$ cat src/rtl/core/fntb_pkg.sv
// shared types and constants of the fan triangle normal and tangent block
package fntb_pkg;

	localparam int unsigned VertexCapacityDef = 65536;

	localparam int DiffW    = 33;
	localparam int ProdW    = 2 * DiffW;
	localparam int AccW     = ProdW + 1;
	localparam int NumPairs = 7;
	localparam int NumSteps = 2 * NumPairs;
	localparam int TagW     = 3;
	localparam int QuoW     = 32;

	typedef struct packed {
		logic               starts_face;
		logic signed [31:0] pos_x;
		logic signed [31:0] pos_y;
		logic signed [31:0] pos_z;
		logic signed [31:0] tex_u;
		logic signed [31:0] tex_v;
	} vtx_t;

	typedef struct packed {
		logic [15:0]        vertex_id;
		logic               has_triangle;
		logic [15:0]        first_id;
		logic [15:0]        previous_id;
		logic               patch_earlier;
		logic signed [63:0] normal_x;
		logic signed [63:0] normal_y;
		logic signed [63:0] normal_z;
		logic signed [31:0] tangent_x;
		logic signed [31:0] tangent_y;
		logic signed [31:0] tangent_z;
		logic               uv_degenerate;
	} res_t;

	typedef struct packed {
		logic            valid;
		logic            second;
		logic [TagW-1:0] tag;
	} mac_ctl_t;

endpackage

$ cat src/rtl/core/fntb_mac.sv
// shared multiplier with product pair subtraction
module fntb_mac import fntb_pkg::*; (
	input  logic                   clk,
	input  logic                   arst_n,
	input  mac_ctl_t               op,
	input  logic signed [DiffW-1:0] a,
	input  logic signed [DiffW-1:0] b,
	output logic                   res_valid,
	output logic [TagW-1:0]        res_tag,
	output logic signed [AccW-1:0] res_val
);

	mac_ctl_t                ctl_s1, ctl_s2;
	logic signed [DiffW-1:0] a_s1, b_s1;
	logic signed [ProdW-1:0] prod_s2;
	logic signed [ProdW-1:0] acc_q;
	logic                    res_valid_q;
	logic [TagW-1:0]         res_tag_q;
	logic signed [AccW-1:0]  res_val_q;

	always_ff @(posedge clk or negedge arst_n) begin
		if (!arst_n) begin
			ctl_s1      <= '0;
			ctl_s2      <= '0;
			res_valid_q <= 1'b0;
		end else begin
			ctl_s1      <= op;
			ctl_s2      <= ctl_s1;
			res_valid_q <= ctl_s2.valid && ctl_s2.second;
		end
	end

	always_ff @(posedge clk) begin
		a_s1    <= a;
		b_s1    <= b;
		prod_s2 <= a_s1 * b_s1;
		if (ctl_s2.valid && !ctl_s2.second) begin
			acc_q <= prod_s2;
		end
		if (ctl_s2.valid && ctl_s2.second) begin
			res_val_q <= AccW'(acc_q) - AccW'(prod_s2);
			res_tag_q <= ctl_s2.tag;
		end
	end

	assign res_valid = res_valid_q;
	assign res_tag   = res_tag_q;
	assign res_val   = res_val_q;

endmodule

$ cat config.mk
export PLATFORM = sky130hd
export DESIGN_NAME = fntb_mac
export DESIGN_NICKNAME = d
export VERILOG_FILES = /design/src/rtl/core/fntb_pkg.sv /design/src/rtl/core/fntb_mac.sv
export SDC_FILE = /design/constraint.sdc
export NUM_CORES = 2
export LEC_CHECK = 0
export BUFFER_PORTS_ARGS = -buffer_cell sky130_fd_sc_hd__buf_4
export CAP_MARGIN = 30
export CORE_UTILIZATION = 66
export CTS_CLUSTER_SIZE = 24
export DETAILED_ROUTE_END_ITERATION = 6
export GPL_TIMING_DRIVEN = 0
export HOLD_SLACK_MARGIN = 0.12
export PLACE_DENSITY = 0.87
export SYNTH_ARGS = -nofsm -noshare
export SYNTH_HDL_FRONTEND = slang
export SYNTH_SLANG_ARGS = --single-unit
$ cat constraint.sdc
create_clock -name clk -period 10.6 [get_ports clk]
set_clock_uncertainty 0.15 [all_clocks]
set_input_delay 0.53 -clock clk [delete_from_list [all_inputs] [get_ports clk]]
set_output_delay 0.53 -clock clk [all_outputs]
set_load 0.1 [all_outputs]
==> flow_metrics.tcl <==
set metrics [dict create \
    outcome "finished, final reports clean" \
    crit_top_cell "fa_1" \
    grt_max_degree 72 \
    fmax_ghz 0.0967 \
    antenna_found_initial 15 \
    fp-row-count 100 \
    fin_setup_tns_ns 0 \
    io_pins 144 \
    core-area_sq_um 74800 \
    die_width_um 278 \
    synth_nets 6691 \
    hpwl_mm 142 \
    start_util_pct 67.0 \
    crit_arrival_ns 10.68 \
    numClockSinks 279 \
    wirelength_mm 175 \
    gr-usage-all-layers_pct 47.0 \
    gr-total-overflow 0 \
    finalHoldViolCount 0 \
    worstSetupEndpointType "flip-flop" \
    cts_buffer_depth 3 \
    yosysMostFrequentCell "inv_1" \
    cap_violations 0 \
    final_nets 6966 \
    avgSynthCellArea_sq_um 9.66 \
    die_area_sq_um 77000 \
    synthMuxAreaShare_pct 0.0225 \
    clk_pin_slew_ns 0.07 \
    insertion_delay_ns 0.63 \
    area_growth_pct 9.15 \
    drtIter0Drc 4172 \
    grt_pass1_wl_mm 259 \
    tightestPinTransition_ns 1.18 \
    start_kind "flip-flop" \
    cts_buffers 31 \
    synth.largest_area_cell "fa_1" \
    synthFlopType "edfxtp_1" \
    rsz0062_at_grt "false" \
    path_buf_inv 9 \
    pre_cts_slack_ns 0.340 \
    postRouteAntennaNets 0 \
    worst_slack_ns 0.262 \
    first_pass_iters 7 \
    critPathMaxStageDelay_ns 0.81 \
    synthArstFlopShare_pct 3.94 \
    die_h_um 278 \
    ys_ff_latch 279 \
    period_minus_slack_ns 10.34 \
    syn_inst 5189 \
    crit_type "reg2reg" \
    path_delay_family "adder cells" \
    finalMaxSlewViolations 0 \
    worst_hold_slack_ns 0.156 \
    synth-xor-area-share_pct 2.27 \
    ys_warn_count 0 \
    h-tree-depth 1 \
    setup_viol 0 \
    root_buffer "clkbuf_16" \
    required_ns 10.94 \
    slew_headroom_pct 21.3 \
    crit_fanout 12 \
    io_buffers 143 \
    seq_area_frac_synth_pct 14.0 \
    yosys.area_share.simple_pct 14.0 \
    drc 0 \
    grt_pass1_vias 41500 \
    fin_crit_sh_pct 97.5 \
    wire_per_inst_um 27.0 \
    dr_total_vias 38900 \
    dp_cells 6317 \
    tritoncts "done" \
    critPathSlowestCell "fa_1" \
    place_congestion 1.08 \
    synthTopCellsByArea "fa_1 (46%), inv_1 (9.3%), edfxtp_1 (8.1%)" \
    synth_edf_count 136 \
    synth_compound_area_share_pct 5.71 \
    yosys-top-cells-count "inv_1 (1241), fa_1 (1146), nand2_1 (626)" \
    synthesis.area_sq_um 50100 \
    layout-drive-gt1-share_pct 4.54 \
    synthAdderAreaFrac_pct 52.8 \
    layoutNonFillerInstCount 6469 \
    hold_class "in2async" \
    synth_top_family_by_area "adder cells" \
    avgViaCountPerCell 6.01 \
    ys_types 70 \
    synth.top_cell.area_share_pct 45.8 \
]
[sequential cells by signal, indices dropped and copies added (netlist names)]
register	flops
res_val	67
acc_q	66
prod_s2	66
a_s1	33
b_s1	33
ctl_s1	5
ctl_s2	5
res_tag	3
res_valid	1
[what timing repair did]
item	4_1_cts	5_1_grt
endpoints found under the setup margin	0	2
hold buffers	72	0
endpoints found under the hold margin	82	0
buffers inserted	0	0
resized for setup	0	9
[final timing paths]
kind | startpoint | endpoint | slack, ns | cells after the start
min in group clk | ctl_s1[4]$_DFF_PN0_ | ctl_s2[4]$_DFF_PN0_ | 0.20 | 0
min | arst_n | ctl_s2[0]$_DFF_PN0_ | 0.16 | 2
min reg2reg | ctl_s1[4]$_DFF_PN0_ | ctl_s2[4]$_DFF_PN0_ | 0.20 | 0
max in group asynchronous | arst_n | ctl_s2[2]$_DFF_PN0_ | 9.99 | 2
max | a_s1[32]$_DFF_P_ | prod_s2[64]$_DFF_P_ | 0.26 | 28
max reg2reg | a_s1[32]$_DFF_P_ | prod_s2[64]$_DFF_P_ | 0.26 | 28
[cell type report]
class	instances	area, sq um
Timing Repair Buffer	242	2190
Antenna cell	12	30.0
Buffer	245	936
Clock buffer	40	903
Inverter	1241	4660
Sequential cell	279	7000
Multi-Input combinational cell	3424	37500
Fill cell	5511	20100
Clock inverter	17	231
Tap cell	969	1210
[worst register-to-register path, delay by kind of cell (launching register included)]
family / cells / cell delay [ns]
simple gates: 7 / 1.41
compound gates: 3 / 0.84
buf+inv: 9 / 2.33
fa+ha+maj: 9 / 4.89
flops: 1 / 0.60
[cell usage in the layout, fill, tap and decap left out, types with 9 or more instances in the layout]
cell type      Yosys  routed
buf_4              0     143
o21ai_1           13      13
nand2_1          626     626
dfrtp_1           11      11
dfxtp_1          132     132
clkbuf_1         240     240
and3_1            14      14
fa_1            1146    1145
nor2_1            91      91
clkbuf_16          0      34
xnor2_1           82      82
ha_1             283     283
o21ai_0           78      78
nor2b_1           20      19
a31oi_1           15      15
diode_2            0      12
xor2_1            48      48
a221oi_1           9       9
edfxtp_1         136     136
nor3_1            19      19
a21o_1            82      82
buf_8              0      19
a211oi_1          16      16
and2_1           542     541
a21oi_1          133     133
nand2b_1          21      21
o21a_1            14      14
nand3_1           35      35
o21bai_1          23      23
inv_1           1241    1241
nand4_1           24      24
dlygate4sd3_1      0      72
[layer usage]
layer	GRT usage, %	wire, um	vias up
li1	-	-	15900
met1	58.6	61800	19400
met2	67.7	71700	2840
met3	20.2	27400	730
met4	28.7	13800	14
met5	2.31	309	-
[stage by stage]
step / utilization [%] / instance area, sq um
after floorplan: - / 50100
after global placement: 70.0 / 52400
after detailed placement: 70.4 / 52700
after CTS: 72.9 / 54500
after global routing: 73.1 / 54700
final: 73.1 / 54700
[kinds of logic after synthesis]
logic type / count (synthesis)
AND/OR/NAND/NOR: 1418
multiplexers: 1
flip-flops: 279
AO/OA/AOI/OAI: 446
adder cells (fa/ha/maj): 1429
XOR/XNOR: 130
buffers and inverters: 1486
Power is not shown: default switching activity piles up to over one toggle a cycle in this logic, so the estimate is an artifact.
