$ cat src/rtl/core/fntb_pkg.sv
// shared types and constants of the fan triangle normal and tangent block
package fntb_pkg;

	localparam int unsigned VertexCapacityDef = 65536;

	localparam int DiffW    = 33;
	localparam int ProdW    = 2 * DiffW;
	localparam int AccW     = ProdW + 1;
	localparam int NumPairs = 7;
	localparam int NumSteps = 2 * NumPairs;
	localparam int TagW     = 3;
	localparam int QuoW     = 32;

	typedef struct packed {
		logic               starts_face;
		logic signed [31:0] pos_x;
		logic signed [31:0] pos_y;
		logic signed [31:0] pos_z;
		logic signed [31:0] tex_u;
		logic signed [31:0] tex_v;
	} vtx_t;

	typedef struct packed {
		logic [15:0]        vertex_id;
		logic               has_triangle;
		logic [15:0]        first_id;
		logic [15:0]        previous_id;
		logic               patch_earlier;
		logic signed [63:0] normal_x;
		logic signed [63:0] normal_y;
		logic signed [63:0] normal_z;
		logic signed [31:0] tangent_x;
		logic signed [31:0] tangent_y;
		logic signed [31:0] tangent_z;
		logic               uv_degenerate;
	} res_t;

	typedef struct packed {
		logic            valid;
		logic            second;
		logic [TagW-1:0] tag;
	} mac_ctl_t;

endpackage

$ cat src/rtl/core/fntb_div.sv
// iterative signed divider, one quotient bit a cycle, saturating to 32 bits
module fntb_div import fntb_pkg::*; (
	input  logic                   clk,
	input  logic                   arst_n,
	input  logic                   start,
	input  logic signed [AccW-1:0] num,
	input  logic signed [AccW-1:0] den,
	output logic                   done,
	output logic signed [QuoW-1:0] quo
);

	localparam int UnW  = AccW + 16;
	localparam int CntW = $clog2(QuoW);

	typedef enum logic [3:0] {
		D_IDLE = 4'b0001,
		D_CHK  = 4'b0010,
		D_ITER = 4'b0100,
		D_FIN  = 4'b1000
	} dstate_t;

	dstate_t               state_q;
	logic [UnW-1:0]        un_q;
	logic [AccW-1:0]       ud_q;
	logic                  neg_q;
	logic                  ovf_q;
	logic [AccW-1:0]       rem_q;
	logic [QuoW-1:0]       quo_q;
	logic [CntW-1:0]       cnt_q;
	logic                  done_q;
	logic signed [QuoW-1:0] res_q;

	logic [AccW-1:0] num_mag, den_mag;
	logic [AccW:0]   trial;
	logic            take;

	always_comb begin
		num_mag = num[AccW-1] ? AccW'(-num) : AccW'(num);
		den_mag = den[AccW-1] ? AccW'(-den) : AccW'(den);
		trial   = {rem_q, quo_q[QuoW-1]};
		take    = trial >= {1'b0, ud_q};
	end

	always_ff @(posedge clk or negedge arst_n) begin
		if (!arst_n) begin
			state_q <= D_IDLE;
			done_q  <= 1'b0;
			cnt_q   <= '0;
		end else begin
			done_q <= 1'b0;
			case (state_q)
				D_IDLE: begin
					if (start) begin
						state_q <= D_CHK;
					end
				end
				D_CHK: begin
					cnt_q   <= '0;
					state_q <= ({16'b0, un_q} >= {ud_q, 32'b0}) ? D_FIN : D_ITER;
				end
				D_ITER: begin
					cnt_q <= cnt_q + 1'b1;
					if (cnt_q == CntW'(QuoW - 1)) begin
						state_q <= D_FIN;
					end
				end
				D_FIN: begin
					done_q  <= 1'b1;
					state_q <= D_IDLE;
				end
				default: state_q <= D_IDLE;
			endcase
		end
	end

	always_ff @(posedge clk) begin
		case (state_q)
			D_IDLE: begin
				un_q  <= {num_mag, 16'b0};
				ud_q  <= den_mag;
				neg_q <= num[AccW-1] ^ den[AccW-1];
			end
			D_CHK: begin
				ovf_q <= {16'b0, un_q} >= {ud_q, 32'b0};
				rem_q <= AccW'(un_q[UnW-1:QuoW]);
				quo_q <= un_q[QuoW-1:0];
			end
			D_ITER: begin
				if (take) begin
					rem_q <= AccW'(trial - {1'b0, ud_q});
				end else begin
					rem_q <= trial[AccW-1:0];
				end
				quo_q <= {quo_q[QuoW-2:0], take};
			end
			D_FIN: begin
				if (neg_q) begin
					if (ovf_q || quo_q > {1'b1, {(QuoW-1){1'b0}}}) begin
						res_q <= {1'b1, {(QuoW-1){1'b0}}};
					end else begin
						res_q <= -quo_q;
					end
				end else begin
					if (ovf_q || quo_q[QuoW-1]) begin
						res_q <= {1'b0, {(QuoW-1){1'b1}}};
					end else begin
						res_q <= quo_q;
					end
				end
			end
			default: ;
		endcase
	end

	assign done = done_q;
	assign quo  = res_q;

endmodule

$ cat config.mk
export PLATFORM = sky130hd
export DESIGN_NAME = fntb_div
export DESIGN_NICKNAME = d
export VERILOG_FILES = /design/src/rtl/core/fntb_pkg.sv /design/src/rtl/core/fntb_div.sv
export SDC_FILE = /design/constraint.sdc
export NUM_CORES = 1
export LEC_CHECK = 0
export ABC_AREA = 1
export BUFFER_PORTS_ARGS = -buffer_cell sky130_fd_sc_hd__buf_2
export CORE_ASPECT_RATIO = 0.9
export CORE_UTILIZATION = 55
export DETAILED_ROUTE_END_ITERATION = 16
export GPL_ROUTABILITY_DRIVEN = 0
export GPL_TIMING_DRIVEN = 0
export PLACE_DENSITY = 0.74
export SYNTH_ARGS = -nofsm -noshare
export SYNTH_HDL_FRONTEND = slang
export SYNTH_SLANG_ARGS = --single-unit
$ cat constraint.sdc
create_clock -name clk -period 8 [get_ports clk]
set_input_delay 1.6 -clock clk [delete_from_list [all_inputs] [get_ports clk]]
set_output_delay 1.6 -clock clk [all_outputs]
set_load 0.02 [all_outputs]
==> results of run 1 <==
[worst paths after layout]
| check | startpoint | end | slack (ns) | cells past startpoint |
|---|---|---|---|---|
| worst max-delay path | den[0] | ud_q[60] | 4.39 | 11 |
| worst min-delay path | cnt_q[4] | cnt_q[4] | 0.51 | 2 |
| worst max register to register | ud_q[0] | quo_q[0] | 4.49 | 11 |
| worst min register to register | cnt_q[4] | cnt_q[4] | 0.51 | 2 |
| max in group asynchronous | arst_n | state_q[0] | 6.87 | 1 |
| min in group asynchronous | arst_n | cnt_q[3] | 0.87 | 1 |
[layout make-up]
type,count,area [um2]
plain buffers,62,312
flip-flops and latches,277,8270
inverters,661,2480
fillers,3930,15900
multi-input cells,2490,12600
well taps,547,684
clock buffers,36,752
clock inverters,18,96.3
repair buffers,178,991
[through the flow]
step	hold slack [ns]	worst slack, ns
global route	0.544	4.20
finish	0.508	4.39
CTS	0.514	4.37
detailed placement	0.501	3.77
global placement	0.498	-1.38
floorplan	0.471	0.871
[metal layers]
metal | global-route usage | up-vias | routed length, um
li1 | - | 11481 | -
met1 | 0.499 | 10567 | 32800
met2 | 0.501 | 1253 | 31100
met3 | 0.0656 | 198 | 8650
met4 | 0.119 | 2 | 2950
met5 | 0 | - | 9
[flip-flops by register name, summed over array words and instances, names as in the netlist]
signal   count
rem_q       67
ud_q        67
un_q        67
quo         32
quo_q       32
cnt_q        5
state_q      4
done         1
neg_q        1
ovf_q        1
[report_power, final]
group | leakage (nW) | internal (mW) | total (mW) | switching (mW)
combinational | 9.80 | 1.85 | 5.85 | 3.99
clock | 0.411 | 0.665 | 1.23 | 0.569
sequential | 2.65 | 2.39 | 2.72 | 0.334
[logic make-up after synthesis]
kind of cell	count (synthesis)
and+or+nand+nor	1937
buffers and inverters	723
DFF	277
AOI/OAI and AO/OA	255
xor gates and xnor gates	174
adders and majority gates	124
[worst register-to-register path, cell delays in order, from the launching register on]
cell	delay (ns)
sky130_fd_sc_hd__edfxtp_1	0.52
sky130_fd_sc_hd__ha_1	0.29
sky130_fd_sc_hd__fa_1	0.46
sky130_fd_sc_hd__nor2_1	0.15
sky130_fd_sc_hd__or2_1	0.19
sky130_fd_sc_hd__nand2_1	0.07
sky130_fd_sc_hd__nand3_1	0.22
sky130_fd_sc_hd__nand2_1	0.13
sky130_fd_sc_hd__nand2_2	0.11
sky130_fd_sc_hd__nand3_4	0.19
sky130_fd_sc_hd__clkbuf_1	0.30
sky130_fd_sc_hd__a21oi_1	0.60
[layout by cell type, fill, tap and decap left out, types with 4 or more instances in the layout]
cell / count
sky130_fd_sc_hd__o21ai_0: 140
sky130_fd_sc_hd__inv_1: 653
sky130_fd_sc_hd__nand4_1: 61
sky130_fd_sc_hd__xnor2_1: 60
sky130_fd_sc_hd__clkinv_2: 5
sky130_fd_sc_hd__o21ai_1: 6
sky130_fd_sc_hd__nand3b_1: 29
sky130_fd_sc_hd__nand2_1: 1057
sky130_fd_sc_hd__nor2_1: 381
sky130_fd_sc_hd__o21bai_1: 5
sky130_fd_sc_hd__nand3_1: 278
sky130_fd_sc_hd__edfxtp_1: 267
sky130_fd_sc_hd__nor4_1: 24
sky130_fd_sc_hd__xor2_1: 114
sky130_fd_sc_hd__buf_6: 8
sky130_fd_sc_hd__buf_1: 7
sky130_fd_sc_hd__clkbuf_1: 43
sky130_fd_sc_hd__clkbuf_16: 29
sky130_fd_sc_hd__buf_4: 6
sky130_fd_sc_hd__ha_1: 123
sky130_fd_sc_hd__nor2_4: 5
sky130_fd_sc_hd__dfrtp_1: 9
sky130_fd_sc_hd__buf_2: 178
sky130_fd_sc_hd__nor3_1: 67
sky130_fd_sc_hd__nor2_2: 13
sky130_fd_sc_hd__or2_2: 4
sky130_fd_sc_hd__inv_2: 8
sky130_fd_sc_hd__o31ai_1: 5
sky130_fd_sc_hd__a21oi_1: 84
sky130_fd_sc_hd__clkinv_1: 8
==> flow_metrics.env, run 1 <==
export IMPL_run_status="complete, no violations"
export IMPL_design_core_area_um2=42100
export IMPL_fmax_ghz=0.277
export IMPL_synth_nets=3751
export IMPL_floorplan_initialDensity=0.562
export IMPL_crit_slowest_cell="sky130_fd_sc_hd__o21ai_0"
export IMPL_grt_antenna_before_repair=1
export IMPL_layout_core_utilization=0.623
export IMPL_synth_enable_flop_cells=267
export IMPL_critical_path_max_stage_delay_ns=0.53
export IMPL_die_w_um=221
export IMPL_num_vias=23501
export IMPL_synthesis_warning_total=0
export IMPL_setup_worst_path_start_class="primary input"
export IMPL_worst_hold_path_class="reg -> reg"
export IMPL_htree_levels=1
export IMPL_setup_worst_path_class="in -> reg"
export IMPL_place_detailed_hpwl_mm=63.0
export IMPL_remaining_antenna_violation_count_after_routing=0
export IMPL_drt_initial_drc_count=2638
export IMPL_cp_max_fo=6
export IMPL_path_delay_family="simple AND/OR/NAND/NOR gates"
export IMPL_cts_post_setup_buffers_inserted=0
export IMPL_postSynth_asyncResetShare=0.0361
export IMPL_timing_final_setup_violations=0
export IMPL_viasPerCell=5.51
export IMPL_cp_cell_sequence="buf_2, inv_1, ha_1, nand2_1, nor2_4, nand4_1, nor2_1, nand3_1, o21ai_0, nand2_1, xor2_1"
export IMPL_pwr_density_cell_nw_per_um2=374
export IMPL_vdd_drop_max_mv=0.210
export IMPL_path_common_cell="sky130_fd_sc_hd__nand2_1"
export IMPL_final_instance_count_excl_fill=4269
export IMPL_clk_latency_ns=0.59
export IMPL_number_of_global_route_vias_before_repair=20669
export IMPL_route_detailed_wl_per_inst_um=17.7
export IMPL_remaining_drc_errors=0
export IMPL_route_final_wire_length_mm=75.5
export IMPL_maxCapViolations=0
export IMPL_fin_area_um2=26200
export IMPL_tritoncts="yes"
export IMPL_synth_seq_area_share=0.349
export IMPL_floorplan_io_pins=170
export IMPL_worst_ep_required_time_ns=8.32
export IMPL_grt_max_degree=66
export IMPL_static_leakage_power_nw=12.9
export IMPL_ratio_of_cells_with_drive_above_1_in_the_final_layout=0.0752
export IMPL_totalPowerFinal_mw=9.80
export IMPL_drtPass1Iterations=7
export IMPL_finalCritPeriodShare=0.452
export IMPL_worst_pin_slew_ns=0.844
export IMPL_synth_flop_type="sky130_fd_sc_hd__edfxtp_1"
export IMPL_fp_row_count=71
export IMPL_placed_cells=4215
export IMPL_syn_area_per_cell_um2=6.78
export IMPL_timing_final_hold_violations=0
export IMPL_antenna_cells_inserted=0
export IMPL_cp_arrival_ns=3.93
export IMPL_synth_top_family_by_area="simple AND/OR/NAND/NOR gates"
export IMPL_max_clock_path_buffers=3
export IMPL_total_global_routing_track_utilization=0.342
export IMPL_synth_cells=3490
export IMPL_yosysMostFrequentCell="sky130_fd_sc_hd__nand2_1"
export IMPL_setup_worst_path_end_class="flip-flop"
export IMPL_synth_top_cells_by_area="sky130_fd_sc_hd__edfxtp_1 (34%), sky130_fd_sc_hd__nand2_1 (17%), sky130_fd_sc_hd__inv_1 (10%)"
export IMPL_place_port_buffers=169
export IMPL_path_buf_inv=2
export IMPL_syn2layout_area_growth_pct=10.8
export IMPL_synth_simple_area_share=0.346
export IMPL_die_y_um=199
export IMPL_finalSetupTns_ns=0
export IMPL_cts_buffers=29
export IMPL_synth_distinct_cells=45
export IMPL_post_synth_instance_area_um2=23700
export IMPL_synth_top_cell_by_area="sky130_fd_sc_hd__edfxtp_1"
export IMPL_wire_length_of_the_first_global_routing_pass_mm=113
export IMPL_grt_setup_unrepaired="false"
export IMPL_floorplan_die_area_um2=43900
export IMPL_grt_overflow_total=0
export IMPL_post_synth_mux_area_share=0
export IMPL_synth_seq_cells=277
export IMPL_postPlaceCellArea_um2=25400
export IMPL_post_cts_resized=0
export IMPL_synth_adder_area_share=0.0659
export IMPL_post_cts_hold_fix_bufs=0
export IMPL_num_nets_final=3960
export IMPL_finalCriticalPeriod_ns=3.61
export IMPL_report_final_slew_viol_count=0
export IMPL_post_synth_top_area_fraction=0.339
export IMPL_cts_clk_slew_worst_paths_ns=0.06
export IMPL_finalClockSkew_ns=0.0299
export IMPL_synth_compound_gate_area_share=0.0566
export IMPL_cts_root_buf="sky130_fd_sc_hd__clkbuf_16"
export IMPL_relSlewSlack=0.438
export IMPL_tritoncts_num_sinks=277
export IMPL_post_synth_xor_area_fraction=0.0644
export IMPL_synth_common_cells="sky130_fd_sc_hd__nand2_1 (1058), sky130_fd_sc_hd__inv_1 (653), sky130_fd_sc_hd__nor2_1 (382), sky130_fd_sc_hd__nand3_1 (278), sky130_fd_sc_hd__edfxtp_1 (267)"
No activity file was read; power rests on OpenSTA's default activity.
==> inputs of run 2 (changes only) <==
Settings changed: PLACE_DENSITY 0.74 to 0.77.
Clock period 8 ns to 3 ns, I/O delays scaled along.
==> run 2 against run 1 <==
  * Combinational power rose to 2.7 times the previous value
  * Design area rose by 2.2%
  * Critical path depth grew 5
  * Worst hold slack got worse by 0.27 ns
  * Clock power rose to 3.5 times the previous value
  * Non-clock buffer count is 8 higher
  * Register-to-register slack got worse by 4.4 ns
  * Sequential cell count did not move
  * Total power rose to 2.8 times the previous value
  * Sequential share of layout area down 0.69 points
  * Die area unchanged
  * Clock skew about the same
  * Critical path type is now reg -> reg
  * Largest cell class unchanged
==> flow_metrics.env, run 2 (synthesized netlist as in run 1, its figures left out) <==
export IMPL_maxCapViolations=0
export IMPL_design_core_area_um2=42100
export IMPL_finalCriticalPeriod_ns=2.95
export IMPL_setup_worst_path_start_class="flip-flop"
export IMPL_placed_cells=4212
export IMPL_cts_clk_slew_worst_paths_ns=0.06
export IMPL_fin_area_um2=26800
export IMPL_r2r_end="rem_q[54]"
export IMPL_remaining_drc_errors=0
export IMPL_drtPass1Iterations=6
export IMPL_critical_path_max_stage_delay_ns=0.43
export IMPL_timing_final_hold_violations=0
export IMPL_final_worst_setup_slack_ns=0.0550
export IMPL_floorplan_die_area_um2=43900
export IMPL_total_global_routing_track_utilization=0.345
export IMPL_path_delay_family="simple AND/OR/NAND/NOR gates"
export IMPL_worst_hold_path_class="in -> reg"
export IMPL_floorplan_io_pins=170
export IMPL_reg2reg_depth=16
export IMPL_max_clock_path_buffers=3
export IMPL_whs_path_depth=1
export IMPL_tritoncts_num_sinks=277
export IMPL_syn2layout_area_growth_pct=13.2
export IMPL_htree_levels=1
export IMPL_final_cell_mix="sky130_fd_sc_hd__nand2_1 (1055), sky130_fd_sc_hd__inv_1 (645), sky130_fd_sc_hd__nor2_1 (376)"
export IMPL_worst_slack_at_placement_ns=-0.430
export IMPL_cts_root_buf="sky130_fd_sc_hd__clkbuf_16"
export IMPL_totalPowerFinal_mw=27.5
export IMPL_grt_antenna_before_repair=1
export IMPL_reg_largest_list="rem_q x67, ud_q x67, un_q x67"
export IMPL_num_nets_final=3970
export IMPL_crit_slowest_cell="sky130_fd_sc_hd__ha_2"
export IMPL_worst_ep_required_time_ns=3.35
export IMPL_worst_hold_path_endpoint="ud_q[0]"
export IMPL_reg2reg_from="ud_q[52]"
export IMPL_place_detailed_hpwl_mm=62.2
export IMPL_die_y_um=199
export IMPL_path_buf_inv=5
export IMPL_fp_row_count=71
export IMPL_postPlaceCellArea_um2=25300
export IMPL_relSlewSlack=0.379
export IMPL_pwr_density_cell_nw_per_um2=1030
export IMPL_finalCritPeriodShare=0.982
export IMPL_cp_arrival_ns=3.29
export IMPL_viasPerCell=5.54
export IMPL_die_w_um=221
export IMPL_setup_worst_path_class="reg -> reg"
export IMPL_antenna_cells_inserted=0
export IMPL_grt_max_degree=55
export IMPL_fmax_ghz=0.340
export IMPL_floorplan_initialDensity=0.562
export IMPL_ratio_of_cells_with_drive_above_1_in_the_final_layout=0.0913
export IMPL_whs_ns=0.234
export IMPL_cts_buffers=31
export IMPL_route_final_wire_length_mm=76.3
export IMPL_finalClockSkew_ns=0.0300
export IMPL_run_status="complete, no violations"
export IMPL_wire_length_of_the_first_global_routing_pass_mm=115
export IMPL_vdd_drop_max_mv=0.543
export IMPL_layout_cells_most_common="sky130_fd_sc_hd__nand2_1"
export IMPL_num_vias=23728
export IMPL_final_fill_count=3838
export IMPL_static_leakage_power_nw=13.1
export IMPL_report_final_slew_viol_count=0
export IMPL_final_instance_count_excl_fill=4281
export IMPL_cp_max_fo=6
export IMPL_timing_final_setup_violations=0
export IMPL_place_port_buffers=169
export IMPL_setup_worst_path_end_class="flip-flop"
export IMPL_clk_latency_ns=0.60
export IMPL_number_of_global_route_vias_before_repair=21335
export IMPL_tritoncts="yes"
export IMPL_remaining_antenna_violation_count_after_routing=0
export IMPL_worst_pin_slew_ns=0.929
export IMPL_grt_overflow_total=0
export IMPL_drt_initial_drc_count=3226
export IMPL_route_detailed_wl_per_inst_um=17.8
export IMPL_cp_cell_sequence="inv_1, ha_2, nand2_1, nor2_2, nand2_2, nor2_2, nand2_1, nor3_4, nor2_4, buf_12, nand2_8, buf_4, clkbuf_16, nand3_1, inv_1, nor2_1"
export IMPL_ff2ff_setup_slack_ns=0.05
export IMPL_worstHoldStart="den[0]"
-- run 2: cell types whose count changed in the layout (fill, tap and decap cells not counted), sizes merged --
cell | previous run | this run
clkinv | 14 | 4
bufinv | 0 | 8
clkbuf | 72 | 77
clkinvlp | 2 | 6
buf | 204 | 207
dlygate4sd3 | 0 | 1
inv | 663 | 664
-- run 2: how the worst max path moves through the flow --
stage	slack [ns]	startpoint	depth (start not counted)	end
6_report	0.05	ud_q[52]	16	rem_q[54]
5_1_grt	-0.01	ud_q[52]	16	rem_q[35]
4_1_cts	0.002	quo_q[31]	15	rem_q[4]
3_5_place_dp	-0.43	ud_q[0]	11	quo_q[0]
3_3_place_gp	-0.95	state_q[0]	7	state_q[3]
2_1_floorplan	-0.18	state_q[0]	7	state_q[1]
-- run 2: per-layer routing --
layer / GRT usage / part of all wire / vias up
li1: - / - / 11509
met1: 0.488 / 0.41 / 10613
met2: 0.522 / 0.42 / 1417
met3: 0.0685 / 0.13 / 187
met4: 0.118 / 0.038 / 2
met5: 0 / 0.00025 / -
-- run 2: power by group --
part	switching (mW)	leakage (nW)	internal, mW
sequential	0.916	2.65	6.37
clock	1.64	0.542	2.63
combinational	10.8	9.88	5.18
total	13.3	13.1	14.2
-- run 2: worst reg2reg max path: cells and delay by family, from the launching register on --
kind,cells,cell delay [ns]
DFF,1,0.41
buffers and inverters,5,0.63
adders and majority gates,1,0.43
and+or+nand+nor,10,1.23
-- run 2: through the flow --
step	util	TNS (ns)
after CTS	0.631	0
final	0.636	0
after global routing	0.636	-0.0199
after floorplan	-	-8.84
after global placement	0.599	-195.10
after detailed placement	0.602	-15.48
-- run 2: layout make-up --
class | count | area (um2) | area share
buffer | 62 | 338 | 0.0126
clock buffer | 37 | 808 | 0.0302
clock inverter | 21 | 342 | 0.0127
inverter | 661 | 2480 | 0.0927
multi-input combinational | 2490 | 12800 | 0.477
sequential | 277 | 8270 | 0.309
tap | 547 | 684 | 0.0255
timing repair buffer | 186 | 1080 | 0.0404
-- run 2: repair_timing --
item | CTS | global route
hold buffers | 1 | 0
pin swaps | 0 | 5
hold endpoints to repair | 9 | 0
buffers inserted | 1 | 8
resized for setup | 15 | 40
endpoints found under the setup margin | 68 | 68
cloned | 0 | 1
